==> config.mk <==
export PLATFORM = sky130hd
export DESIGN_NAME = pdfi_rem
export DESIGN_NICKNAME = d
export VERILOG_FILES = /design/src/hw/rtl/pdfi_pkg.sv /design/src/hw/rtl/pdfi_rem.sv
export SDC_FILE = /design/constraint.sdc
export NUM_CORES = 1
export LEC_CHECK = 0
export BUFFER_PORTS_ARGS = -buffer_cell sky130_fd_sc_hd__buf_2
export CAP_MARGIN = 20
export CORE_MARGIN = 2
export CORE_UTILIZATION = 57
export DETAILED_ROUTE_END_ITERATION = 10
export PLACE_DENSITY = 0.81
export SLEW_MARGIN = 0
export SYNTH_ARGS = -nofsm -noshare
export SYNTH_HDL_FRONTEND = slang
export SYNTH_SLANG_ARGS = --single-unit
==> constraint.sdc <==
create_clock -name i_clk -period 4.3 [get_ports i_clk]
set_clock_uncertainty 0.05 [all_clocks]
set_input_delay 0.215 -clock i_clk [delete_from_list [all_inputs] [get_ports i_clk]]
set_output_delay 0.215 -clock i_clk [all_outputs]
set_load 0.03 [all_outputs]
==> src/hw/rtl/pdfi_pkg.sv <==
// Package: types, codes and helpers for the packet drop fault injector
`timescale 1ns / 1ps
`default_nettype none
package pdfi_pkg;
    localparam int RULES = 8;
    localparam int IDX_W = $clog2(RULES);

    localparam logic [2:0] FUNC_ADD   = 3'd0;
    localparam logic [2:0] FUNC_DEL   = 3'd1;
    localparam logic [2:0] FUNC_DELALL = 3'd2;
    localparam logic [2:0] FUNC_LIST  = 3'd3;
    localparam logic [2:0] FUNC_CHECK = 3'd4;

    localparam logic [1:0] ST_OK       = 2'd0;
    localparam logic [1:0] ST_RATE     = 2'd1;
    localparam logic [1:0] ST_FULL     = 2'd2;
    localparam logic [1:0] ST_NOTFOUND = 2'd3;

    localparam logic [2:0] MT_PUT   = 3'd0;
    localparam logic [2:0] MT_ACK   = 3'd1;
    localparam logic [2:0] MT_GET   = 3'd2;
    localparam logic [2:0] MT_REPLY = 3'd3;

    localparam logic [63:0] NID_ANY = 64'hFFFF_FFFF_FFFF_FFFF;
    localparam logic [31:0] ADDR_ANY = 32'hFFFF_FFFF;
    localparam logic [31:0] DROP_RATE_MIN = 32'd1;

    typedef struct packed {
        logic [2:0]  func;
        logic [63:0] src_nid;
        logic [63:0] dst_nid;
        logic [31:0] rate;
        logic [31:0] delay;
        logic [2:0]  pos;
        logic [2:0]  msg_kind;
        logic [31:0] now_sec;
        logic [31:0] random;
    } t_in;

    typedef struct packed {
        logic [1:0]  status;
        logic        drop_flag;
        logic [3:0]  removed_count;
        logic [63:0] listed_src;
        logic [63:0] listed_dst;
        logic [31:0] listed_rate;
        logic [31:0] listed_put_drops;
        logic [31:0] listed_ack_drops;
        logic [31:0] listed_get_drops;
        logic [31:0] listed_reply_drops;
    } t_out;

    // One rule entry as held in memory
    typedef struct packed {
        logic [63:0] src;
        logic [63:0] dst;
        logic [31:0] rate;
        logic [31:0] drop_at;
        logic [31:0] count;
        logic [31:0] start;
        logic [31:0] put_d;
        logic [31:0] ack_d;
        logic [31:0] get_d;
        logic [31:0] reply_d;
    } t_rule;

    // Divider handshake between top level and remainder unit
    typedef struct packed {
        logic        start;
        logic [31:0] num;
        logic [31:0] den;
    } t_div_req;

    typedef struct packed {
        logic        done;
        logic [31:0] rem;
    } t_div_rsp;

    function automatic logic id_match(input logic [63:0] r, input logic [63:0] n);
        logic m;
        if (r == NID_ANY) m = 1'b1;
        else if (r[63:32] != n[63:32]) m = 1'b0;
        else m = (r[31:0] == ADDR_ANY) || (r == n);
        return m;
    endfunction
endpackage
`default_nettype wire

==> src/hw/rtl/pdfi_rem.sv <==
// Iterative 32-bit remainder unit, one quotient bit per cycle
`timescale 1ns / 1ps
`default_nettype none
module pdfi_rem (
    input  wire                 i_clk,
    input  wire                 i_rst_n,
    input  pdfi_pkg::t_div_req  i_req,
    output pdfi_pkg::t_div_rsp  o_rsp
);
    logic        r_busy;
    logic [4:0]  r_cnt;
    logic [31:0] r_num;
    logic [31:0] r_den;
    logic [32:0] r_rem;
    logic        r_done;
    logic [32:0] shifted;
    logic [32:0] diff;

    // restoring step
    assign shifted = {r_rem[31:0], r_num[31]};
    assign diff    = shifted - {1'b0, r_den};

    always_ff @(posedge i_clk) begin
        if (!i_rst_n) begin
            r_busy <= 1'b0;
            r_done <= 1'b0;
            r_cnt  <= '0;
        end else begin
            r_done <= 1'b0;
            if (i_req.start) begin
                r_busy <= 1'b1;
                r_cnt  <= '0;
                r_num  <= i_req.num;
                r_den  <= i_req.den;
                r_rem  <= '0;
            end else if (r_busy) begin
                r_rem <= diff[32] ? shifted : diff;
                r_num <= {r_num[30:0], 1'b0};
                r_cnt <= r_cnt + 5'd1;
                if (r_cnt == 5'd31) begin
                    r_busy <= 1'b0;
                    r_done <= 1'b1;
                end
            end
        end
    end

    assign o_rsp.done = r_done;
    assign o_rsp.rem  = r_rem[31:0];
endmodule
`default_nettype wire

## Word-level counts from Yosys, hierarchy flattened

Cells that the tools add are included.
Widths: inputs -> output; s select.

- Eq/ne operators: 1
- Mux-type cells: 8
- Bitwise gates (word level): 2
- Shift operators: 0
- Reductions and logical operators: 5
- Div/mod/pow operators: 0
- Order comparisons: 0
- Add/sub/neg operators: 2
- Multipliers: 0

Operators with widths:

| kind | count |
|---|---|
| $mux 32 | 4 |
| $sub 33x32->33 | 1 |
| $add 5x1->5 const B | 1 |
| $eq 5x5->1 const B | 1 |
| $mux 1 | 4 |
| $reduce_and 2->1 | 2 |
| $reduce_or 3->1 | 1 |
| $not 1->1 | 2 |
| $reduce_bool 2->1 | 1 |
| $reduce_or 2->1 | 1 |

- Memories: 0
- Register bits: 103
- Bits of input ports: 67
- Bits in writable memories: 0
- ROM bits: 0
- Output and inout port bits: 33
- Latch bits: 0

## Depth between registers and ports, before layout

Gate-level depths: netlist of run 1.

- Depth in word-level cells: 4
- Gate-level depth with buffers: 13
- Gate-level depth less buffers: 12

## Worst setup path before layout of run 1

Ideal clock, no wire load.

- Kind: reg2reg
- Start point: register r_rem[0]
- End point: register r_rem[28] (data pin)
- Buffers on the path: 0
- Cell stages (with the launch flop): 12
- Setup time: 0.256 ns
- Setup slack: 1.086 ns
- Data arrival time: 2.908 ns
- Required time: 3.994 ns
- Cell sequence: edfxtp_1 -> inv_1 -> fa_1 -> nand2b_1 -> a21o_1 -> a31oi_4 -> a31oi_2 -> o31ai_1 -> a31o_2 -> a31oi_1 -> xnor2_1 -> a31o_2

- Word-level cells in the longest chain between the ends: 3

RTL lines:

| what | RTL line | RTL |
|---|---|---|
| start: declaration | pdfi_rem.sv:14 | `logic [32:0] r_rem;` |
| start signal: assignment | pdfi_rem.sv:37 | `r_rem <= diff[32] ? shifted : diff;` |
| $sub 33x32->33 | pdfi_rem.sv:21 | `assign diff = shifted - {1'b0, r_den};` |
| $mux 32 | pdfi_rem.sv:37 |  |
| $mux 32 | pdfi_rem.sv:36 | `end else if (r_busy) begin` |

No other way between the ends. The select of a mux whose other input is x is not followed.
A chain may end at the register's enable or synchronous reset.

## Worst setup path after layout of run 1

- Start point: register r_num[31]
- End point: register r_rem[28] (data pin)

- Word-level cells in the longest chain between the ends: 3

RTL lines:

| what | RTL line | RTL |
|---|---|---|
| start: declaration | pdfi_rem.sv:12 | `logic [31:0] r_num;` |
| start signal: assignment | pdfi_rem.sv:33 | `r_num <= i_req.num;` |
| start signal: assignment | pdfi_rem.sv:38 | `r_num <= {r_num[30:0], 1'b0};` |
| $sub 33x32->33 | pdfi_rem.sv:21 |  |
| $mux 32 | pdfi_rem.sv:37 |  |
| $mux 32 | pdfi_rem.sv:36 |  |

No other way between the ends. The select of a mux whose other input is x is not followed.

==> run_results.csv, run 1 <==
group,metric,value,unit
run_status,status,"completed",
setup_path,critPathBufInv,1,
layout,fin_util,69.4,%
timing,drv_slew,0,
setup_path,crit_required,4.42,ns
clock_tree,clk_pin_slew_worst_paths,0.10,ns
floorplan,die_width,105,um
power,power.leakage,2.99,nW
layout,fillCellCount,743,
detailed_routing,postRouteAntennaNets,0,
clock_tree,cts_max_level,3,
setup_path,slowest_delay,0.59,ns
setup_path,start_kind,"flip-flop",
clock_tree,cts-buffers-inserted,9,
power,pwr-share-clk,24.0,%
global_routing,grt_max_degree,56,
global_routing,overflow,0,
yosys,syn-cell-area,0.00586,mm2
setup_path,path_class,"flip-flop to flip-flop",
clock_tree,cts.path.max_buffers,2,
timing,setup-violations-final,0,
yosys,yosysWarnings,0,
timing,relSlewSlack,37.9,%
setup_path,crit_slowest_cell,"o31ai_1",
detailed_routing,route.detailed.drc,0,
power,switching_power,0.949,mW
placement,place_area,0.00649,mm2
floorplan,die_area,0.0111,mm2
layout,final_cell_area,0.00703,mm2
placement,detailed_place_hpwl,8560,um
floorplan,initial_core_util,57.8,%
layout,area_growth,20.0,%
yosys,synth_flop_cell,"edfxtp_1",
detailed_routing,wl,12200,um
timing,min_period,3.48,ns
power,pwr-share-comb,32.5,%
worst_hold_path,worstHoldStart,"i_req[32]",
floorplan,num_rows,37,
yosys,synth-edff-count,96,
floorplan,core,0.0101,mm2
placement,gp_congestion,0.853,
global_routing,grt_pass1_wl,19800,um
yosys,ys_ff_latch,103,
timing,period_share,81.0,%
setup_path,end_kind,"flip-flop",
worst_hold_path,hp-class,"input pin to flip-flop",
yosys,async_flop_share,0,%
power,seq_power_share,43.5,%
yosys,syn-num-nets,605,
clock_tree,root_buffer,"clkbuf_8",
layout,nets,734,
worst_hold_path,holdPathEnd,"r_num[0]$_SDFFCE_PN0P_",
power,intPower,1.95,mW
setup_path,r2r_setup_slack,0.82,ns
worst_hold_path,hold_depth,2,
detailed_routing,avgRoutedWirePerCell,15.8,um
global_routing,grt_pass1_vias,4243,
clock_tree,cts_resized,0,
timing,worst_slack,0.818,ns
placement,port_buffers,99,
timing,max_freq,0.287,GHz
clock_tree,clk_latency,0.40,ns
detailed_routing,drt_first_pass_iters,4,
setup_path,cpMostUsedCell,"a31o_2",
timing,fin_setup_tns,0,ns
job,max_cap_violations,0,
detailed_routing,dr.first_iter.drc_count,220,
clock_tree,tritoncts,"built",
yosys,ys_types,59,
power,netSwitchingFraction,32.7,%
setup_path,critPathArrivalTime,3.60,ns
global_routing,grt.total_usage,22.7,%
setup_path,worstPathCellList,"inv_1, ha_1, fa_1, nand2b_1, a21o_1, a31oi_4, a31oi_2, o31ai_1, a31o_2, a31oi_1, xnor2_1, a31o_2",
timing,rsz0062_at_grt,"false",
floorplan,die_h,105,um
timing,hold_viol,0,
layout,drive_above_1_share,26.2,%
placement,dp_slack,0.838,ns
yosys,syn_avg_cell_area,11.7,um2
clock_tree,cts.sinks,103,
power,power_density,412,mW/mm2
clock_tree,post_cts_buffers,0,
setup_path,worstReg2RegEnd,"r_rem[28]$_SDFFCE_PP0P_",
floorplan,ios,100,
setup_path,rr_worst_depth,12,
setup_path,critical_path.top_delay_family,"compound AO/OA/AOI/OAI gates",
yosys,syn_inst,503,
layout,n_antenna_cell,0,
setup_path,r2r_start,"r_num[31]$_DFFE_PP_",
timing,tightest_slew,0.932,ns
detailed_routing,vias,4251,
setup_path,crit_fanout,4,
clock_tree,holdBufCountCts,32,
global_routing,antenna_found_initial,0,
power,vdd_drop_max,0.382,mV
detailed_routing,viasPerCell,5.50,
yosys,synth_seq_area_share,51.6,%
layer usage:
metal / vias to the layer above / global-route usage [%] / wire length [um]
met5: - / 0 / 0
met4: 0 / 7.81 / 198
met3: 19 / 6.74 / 625
met2: 102 / 39.4 / 6120
met1: 2022 / 26.8 / 5280
li1: 2108 / - / -
logic make-up (layout without fill, tap and decap cells):
kind of cell,count (synthesis),after routing,synth area share [%]
compound gates,108,108,13.1
xor+xnor,27,27,4.16
fa+ha+maj,35,35,7.60
buf+inv,59,193,4.14
flops,103,103,51.6
mux,53,53,9.71
simple gates,118,118,9.69
layout make-up:
cell class | instances | area (um2) | area share [%]
well taps | 136 | 170 | 2.42
clock inverters | 7 | 101 | 1.44
clock buffers | 9 | 124 | 1.76
multi-input cells | 341 | 2610 | 37.1
repair buffers | 136 | 853 | 12.1
inverters | 41 | 154 | 2.19
flip-flops and latches | 103 | 3020 | 43.0
how the worst max path moves through the flow:
stage	startpoint	slack [ns]	end	depth (start not counted)
CTS	r_num[31]$_DFFE_PP_	0.81	r_rem[28]$_SDFFCE_PP0P_	12
detailed placement	r_num[31]$_DFFE_PP_	0.84	r_rem[28]$_SDFFCE_PP0P_	12
global route	r_num[31]$_DFFE_PP_	0.59	r_rem[28]$_SDFFCE_PP0P_	12
floorplan	r_rem[0]$_SDFFCE_PP0P_	1.09	r_rem[28]$_SDFFCE_PP0P_	11
finish	r_num[31]$_DFFE_PP_	0.82	r_rem[28]$_SDFFCE_PP0P_	12
global placement	r_num[31]$_DFFE_PP_	0.97	r_rem[28]$_SDFFCE_PP0P_	12
cell usage after synthesis (all sizes together), types with 2 or more instances:
library cell | number | share of area [%]
ha | 34 | 7.3
nand2 | 21 | 1.3
nand3 | 10 | 0.85
mux2i | 22 | 3.8
o41ai | 3 | 0.58
a31o | 3 | 0.45
nor3 | 5 | 0.43
a41o | 3 | 0.51
a21boi | 3 | 0.38
a211oi | 3 | 0.47
xnor2 | 17 | 2.7
nor3b | 4 | 0.51
o21ai | 15 | 1.3
and3 | 6 | 0.64
a211o | 2 | 0.30
a21oi | 30 | 2.6
a31oi | 6 | 1.1
nand2b | 7 | 0.75
or3 | 3 | 0.32
dfxtp | 7 | 2.4
or3b | 3 | 0.45
and2 | 5 | 0.53
o31a | 3 | 0.45
inv | 41 | 2.6
o211ai | 3 | 0.38
a21o | 11 | 1.4
nor2 | 49 | 3.1
mux2 | 31 | 6.0
o21a | 6 | 0.77
xor2 | 10 | 1.5
edfxtp | 96 | 49
buf | 8 | 0.88
o31ai | 7 | 0.98
clkbuf | 10 | 0.64
o21bai | 4 | 0.51
metrics by stage:
stage	power (mW)	hold slack, ns	std cells
final	2.90	0.0580	773
after global routing	3.04	0.0470	773
after CTS	2.91	0.0383	773
after detailed placement	2.20	0.343	725
after global placement	2.17	0.342	725
after floorplan	1.99	0.264	503
state kept, by name, indices dropped and copies added, names as in the netlist:
register,count
r_den,32
r_num,32
r_rem,32
r_cnt,5
r_busy,1
r_done,1
power groups by stage:
stage	clock (mW)	sequential, mW	combinational, mW
finish	0.696	1.26	0.942
global route	0.735	1.27	1.03
CTS	0.711	1.26	0.942
detailed placement	0	1.28	0.915
global placement	0	1.28	0.889
floorplan	0	1.35	0.643
cells in the final DEF (no fill, tap or decap), types with 5 or more instances in the layout:
master         Yosys  routed
edfxtp_1          96      96
o21ai_0           15      15
nor2_1            49      49
buf_4              3       5
nand3_1           10      10
mux2_2            31      31
inv_1             40      40
clkbuf_8           0       9
o31ai_1            6       6
nor3_1             5       5
buf_2              2      99
dfxtp_1            7       7
xor2_1            10      10
nand2b_1           7       7
a21oi_1           29      29
a21o_1            11      11
o21a_1             6       5
mux2i_1           22      22
and3_1             6       6
nand2_1           21      21
dlygate4sd3_1      0      32
xnor2_1           16      16
ha_1              34      34
and2_1             5       5
Note: power is estimated with default switching activity, not from simulation.
==> run 2: changes to the inputs <==
- CORE_UTILIZATION: 57 -> 51
- PLACE_DENSITY: 0.81 -> 0.76
- clock period: 4.3 -> 3 ns (I/O delays scaled with it)
==> run_results.csv, run 2 (synthesized netlist as in run 1, its figures left out) <==
group,metric,value,unit
detailed_routing,postRouteAntennaNets,0,
floorplan,die_h,111,um
detailed_routing,drt_first_pass_iters,5,
worst_hold_path,hp-class,"input pin to flip-flop",
floorplan,initial_core_util,51.8,%
power,power_density,625,mW/mm2
setup_path,end_kind,"flip-flop",
floorplan,die_width,111,um
setup_path,path_class,"flip-flop to flip-flop",
global_routing,antenna_found_initial,0,
global_routing,overflow,0,
worst_hold_path,holdPathEnd,"r_num[0]$_SDFFCE_PN0P_",
timing,period_share,104,%
setup_path,crit_start,"r_num[31]$_DFFE_PP_",
detailed_routing,vias,4512,
global_routing,grt_pass1_vias,4586,
layout,fin_util,68.2,%
setup_path,r2r_start,"r_num[31]$_DFFE_PP_",
run_status,violations,"setup timing",
run_status,status,"finished with violations",
timing,rsz0062_at_grt,"true",
setup_path,start_kind,"flip-flop",
timing,relSlewSlack,51.1,%
layout,n_antenna_cell,0,
layout,drive_above_1_share,34.1,%
detailed_routing,wl,13400,um
detailed_routing,viasPerCell,5.48,
floorplan,ios,100,
layout,nets,777,
placement,detailed_place_hpwl,9190,um
setup_path,r2r_setup_slack,-0.11,ns
timing,worst_slack,-0.113,ns
setup_path,critPathArrivalTime,3.23,ns
clock_tree,cts-buffers-inserted,9,
clock_tree,cts.sinks,103,
setup_path,rr_worst_depth,13,
clock_tree,tritoncts,"built",
timing,drv_slew,0,
layout,fillCellCount,833,
layout,area_growth,31.7,%
placement,place_area,0.00676,mm2
timing,max_freq,0.321,GHz
clock_tree,cts.path.max_buffers,2,
placement,gp_congestion,0.947,
timing,hold_viol,0,
floorplan,die_area,0.0124,mm2
worst_hold_path,hold_depth,2,
timing,tightest_slew,0.733,ns
detailed_routing,route.detailed.drc,0,
global_routing,grt_max_degree,49,
floorplan,num_rows,39,
placement,port_buffers,99,
global_routing,grt_pass1_wl,21900,um
setup_path,worstReg2RegEnd,"r_rem[9]$_SDFFCE_PP0P_",
clock_tree,clk_latency,0.35,ns
timing,min_period,3.11,ns
global_routing,grt.total_usage,21.9,%
detailed_routing,avgRoutedWirePerCell,16.3,um
layout,reg.largest.list,"r_den: 32 flops, r_num: 32 flops, r_rem: 32 flops",
clock_tree,clk_pin_slew_worst_paths,0.07,ns
power,vdd_drop_max,0.333,mV
detailed_routing,dr.first_iter.drc_count,256,
setup_path,crit_fanout,11,
timing,setup-violations-final,21,
setup_path,crit_required,3.12,ns
clock_tree,root_buffer,"clkbuf_16",
layout,final_cell_mix,"buf_2, edfxtp_1, nor2_1",
floorplan,core,0.0113,mm2
worst_hold_path,worstHoldStart,"i_req[32]",
layout,final_cell_area,0.00772,mm2
clock_tree,cts_max_level,3,
power,power.leakage,3.31,nW
layout,layout.cells.most_common,"buf_2",
job,max_cap_violations,0,
==> run 2: cell count changes in the layout (fill, tap and decap cells not counted), moves of 3 or more <==
cell       previous run  this run
buf_4                 5        40
clkbuf_16             0        10
clkbuf_8              9         0
buf_12                0         4
ha_1                 34        30
ha_4                  0         3
==> run 2: repair_timing <==
| item | 4_1_cts | 5_1_grt |
|---|---|---|
| pin swaps | 2 | 9 |
| cloned | 0 | 1 |
| buffers inserted | 7 | 9 |
| gates resized for setup | 9 | 19 |
| hold buffers | 32 | 0 |
| setup endpoints to repair | 30 | 32 |
| endpoints found under the hold margin | 32 | 0 |
==> run 2: where the power goes <==
| part | leakage (nW) | internal (mW) | switching [mW] | total, mW |
|---|---|---|---|---|
| combinational | 2.17 | 0.809 | 0.887 | 1.70 |
| sequential | 0.976 | 1.74 | 0.0714 | 1.81 |
| clock | 0.165 | 0.753 | 0.571 | 1.32 |
| total | 3.31 | 3.30 | 1.53 | 4.83 |
==> run 2: cell type report <==
class | count | area, um2 | area share (%)
sequential | 103 | 3020 | 39.2
clock buffer | 9 | 225 | 2.92
tap | 143 | 179 | 2.32
timing repair buffer | 179 | 1260 | 16.3
clock inverter | 7 | 109 | 1.41
inverter | 41 | 154 | 1.99
multi-input combinational | 341 | 2770 | 35.9
==> run 2: metrics by stage <==
stage	hold slack (ns)	std cells	worst slack (ns)	setup TNS, ns	power, mW
final	0.0324	823	-0.113	-1.21	4.83
after global placement	0.277	758	-0.0757	-0.104	3.24
after CTS	0.0247	813	-0.110	-1.21	4.72
after detailed placement	0.278	758	-0.134	-2.18	3.29
after floorplan	0.199	503	0.000964	0	2.87
after global routing	0.0382	823	-0.215	-3.94	5.05
==> run 2: worst max-delay path by stage <==
stage | to | slack [ns]
CTS | r_rem[9]$_SDFFCE_PP0P_ | -0.11
global route | r_rem[27]$_SDFFCE_PP0P_ | -0.22
finish | r_rem[9]$_SDFFCE_PP0P_ | -0.11
detailed placement | r_rem[28]$_SDFFCE_PP0P_ | -0.13
global placement | r_rem[28]$_SDFFCE_PP0P_ | -0.08
floorplan | r_rem[6]$_SDFFCE_PP0P_ | 0.001
==> run 2: metal layers <==
layer  share of wire (%)  GRT usage [%]  vias up
li1                    -              -     2197
met1                  41           26.6     2161
met2                  50           37.8      137
met3                 6.7           6.40       17
met4                 1.4           6.58        0
met5                   0              0        -
==> run 2: critical path, cell delays in order (launching register included) <==
cell and delay (ns):
edfxtp_1 0.37, inv_2 0.05, ha_2 0.18, fa_2 0.35, nand2b_4 0.16, a21o_1 0.20
a31oi_4 0.18, a31oi_4 0.15, nor4_4 0.21, o31ai_4 0.14, xnor2_4 0.18, buf_12 0.18
or3b_2 0.45, o31ai_1 0.09
==> run 3: changes to the inputs <==
- PLACE_DENSITY: 0.76 -> not set
- PLACE_DENSITY_LB_ADDON: not set -> 0.08
==> run_results.csv, run 3 (synthesized netlist as in run 1, its figures left out) <==
group,metric,value,unit
layout,final_cell_area,0.00771,mm2
clock_tree,cts.path.max_buffers,2,
setup_path,start_kind,"flip-flop",
job,max_cap_violations,0,
global_routing,grt_pass1_vias,4550,
timing,min_period,3.09,ns
setup_path,critPathArrivalTime,3.12,ns
setup_path,crit_required,3.02,ns
global_routing,grt_max_degree,35,
clock_tree,tritoncts,"built",
setup_path,r2r_start,"r_den[0]$_DFFE_PP_",
setup_path,rr_worst_depth,13,
layout,final_cell_mix,"buf_2, edfxtp_1, nor2_1",
detailed_routing,wl,13300,um
floorplan,die_width,111,um
placement,detailed_place_hpwl,9140,um
timing,hold_viol,0,
detailed_routing,viasPerCell,5.35,
timing,worst_slack,-0.0926,ns
placement,gp_congestion,0.904,
setup_path,critical_path.top_delay_family,"compound AO/OA/AOI/OAI gates",
timing,rsz0062_at_grt,"true",
detailed_routing,route.detailed.drc,0,
global_routing,overflow,0,
timing,drv_slew,0,
placement,port_buffers,99,
timing,max_freq,0.323,GHz
layout,drive_above_1_share,34.4,%
floorplan,ios,100,
worst_hold_path,hold_depth,2,
clock_tree,cts-buffers-inserted,9,
power,power.leakage,3.32,nW
setup_path,cpMostUsedCell,"a31oi_4",
clock_tree,cts.sinks,103,
detailed_routing,avgRoutedWirePerCell,16.0,um
floorplan,die_h,111,um
clock_tree,clk_pin_slew_worst_paths,0.08,ns
global_routing,grt.total_usage,21.9,%
timing,tightest_slew,0.738,ns
clock_tree,cts_max_level,3,
detailed_routing,dr.first_iter.drc_count,182,
timing,period_share,103,%
layout,n_antenna_cell,0,
layout,reg.largest.list,"r_den: 32 flops, r_num: 32 flops, r_rem: 32 flops",
worst_hold_path,worstHoldStart,"i_req[38]",
clock_tree,root_buffer,"clkbuf_16",
setup_path,end_kind,"flip-flop",
detailed_routing,postRouteAntennaNets,0,
layout,area_growth,31.6,%
layout,nets,781,
setup_path,crit_slowest_cell,"edfxtp_1",
floorplan,core,0.0113,mm2
layout,layout.cells.most_common,"buf_2",
detailed_routing,drt_first_pass_iters,4,
clock_tree,clk_latency,0.36,ns
run_status,status,"finished with violations",
power,p_total,4.76,mW
placement,place_area,0.00680,mm2
worst_hold_path,holdPathEnd,"r_num[6]$_DFFE_PP_",
timing,fin_setup_tns,-1.14,ns
detailed_routing,vias,4423,
global_routing,antenna_found_initial,0,
power,vdd_drop_max,0.495,mV
setup_path,crit_fanout,6,
setup_path,worstReg2RegEnd,"r_rem[12]$_SDFFCE_PP0P_",
worst_hold_path,hp-class,"input pin to flip-flop",
run_status,violations,"setup timing",
timing,holdWs,0.0353,ns
floorplan,die_area,0.0124,mm2
floorplan,num_rows,39,
power,power_density,617,mW/mm2
setup_path,worstPathCellList,"ha_4, fa_2, nand2b_4, a21o_1, a31oi_4, a31oi_4, nor4_4, o31ai_4, xnor2_4, buf_6, buf_8, mux2i_1, nor2_1",
setup_path,path_class,"flip-flop to flip-flop",
layout,fillCellCount,896,
timing,relSlewSlack,50.8,%
timing,setup-violations-final,23,
setup_path,critPathBufInv,2,
global_routing,grt_pass1_wl,21600,um
setup_path,slowest_delay,0.42,ns
setup_path,r2r_setup_slack,-0.09,ns
floorplan,initial_core_util,51.8,%
==> run 3: per-layer routing <==
layer / global-route usage, % / up-vias / share of wire (%)
met2: 37.1 / 91 / 50
met1: 27.4 / 2118 / 43
met3: 6.45 / 11 / 5.2
met5: 0 / - / 0
li1: - / 2203 / -
met4: 6.34 / 0 / 0.99
==> run 3: final cells by class <==
type                    instances  area, um2  area share, %
clock inverters                 6       77.6           1.01
clock buffers                  10        229           2.97
inverters                      41        156           2.03
multi-input cells             341       2770           35.9
repair buffers                183       1280           16.6
well taps                     143        179           2.32
flip-flops and latches        103       3020           39.2
==> run 3: power breakdown <==
group / internal (mW) / leakage [nW] / switching [mW] / total, mW
combinational: 0.829 / 2.20 / 0.894 / 1.72
sequential: 1.73 / 0.976 / 0.0706 / 1.81
clock: 0.663 / 0.147 / 0.565 / 1.23
total: 3.23 / 3.32 / 1.53 / 4.76
==> run 3: worst max path at each step <==
stage / from / cells after the start / end / slack [ns]
after floorplan: r_rem[0]$_SDFFCE_PP0P_ / 12 / r_rem[6]$_SDFFCE_PP0P_ / 0.001
after global placement: r_num[31]$_DFFE_PP_ / 13 / r_rem[13]$_SDFFCE_PP0P_ / -0.06
after detailed placement: r_num[31]$_DFFE_PP_ / 13 / r_rem[12]$_SDFFCE_PP0P_ / -0.14
after CTS: r_den[0]$_DFFE_PP_ / 14 / r_rem[18]$_SDFFCE_PP0P_ / -0.06
after global routing: r_den[0]$_DFFE_PP_ / 13 / r_rem[5]$_SDFFCE_PP0P_ / -0.26
final: r_den[0]$_DFFE_PP_ / 13 / r_rem[12]$_SDFFCE_PP0P_ / -0.09
==> run 3: per-stage QoR <==
step                      utilization [%]  instances  setup slack [ns]
after floorplan                         -        503          0.000964
after global placement               60.1        766           -0.0609
after detailed placement             60.1        766            -0.139
after CTS                            67.4        826           -0.0562
after global routing                 68.1        827            -0.257
final                                68.1        827           -0.0926
==> run 3: worst register-to-register path: stages (launching register included) <==
cell and delay, ns:
edfxtp_1 0.42, ha_4 0.19, fa_2 0.34, nand2b_4 0.15, a21o_1 0.21, a31oi_4 0.20
a31oi_4 0.14, nor4_4 0.21, o31ai_4 0.11, xnor2_4 0.27, buf_6 0.16, buf_8 0.12
mux2i_1 0.18, nor2_1 0.06
==> run 3: timing repair <==
| item | CTS | global route |
|---|---|---|
| setup buffers | 10 | 4 |
| hold endpoints to repair | 32 | 0 |
| cloned | 2 | 0 |
| pin swaps | 5 | 10 |
| hold buffers | 32 | 0 |
| endpoints found under the setup margin | 32 | 32 |
| gates resized for setup | 16 | 22 |
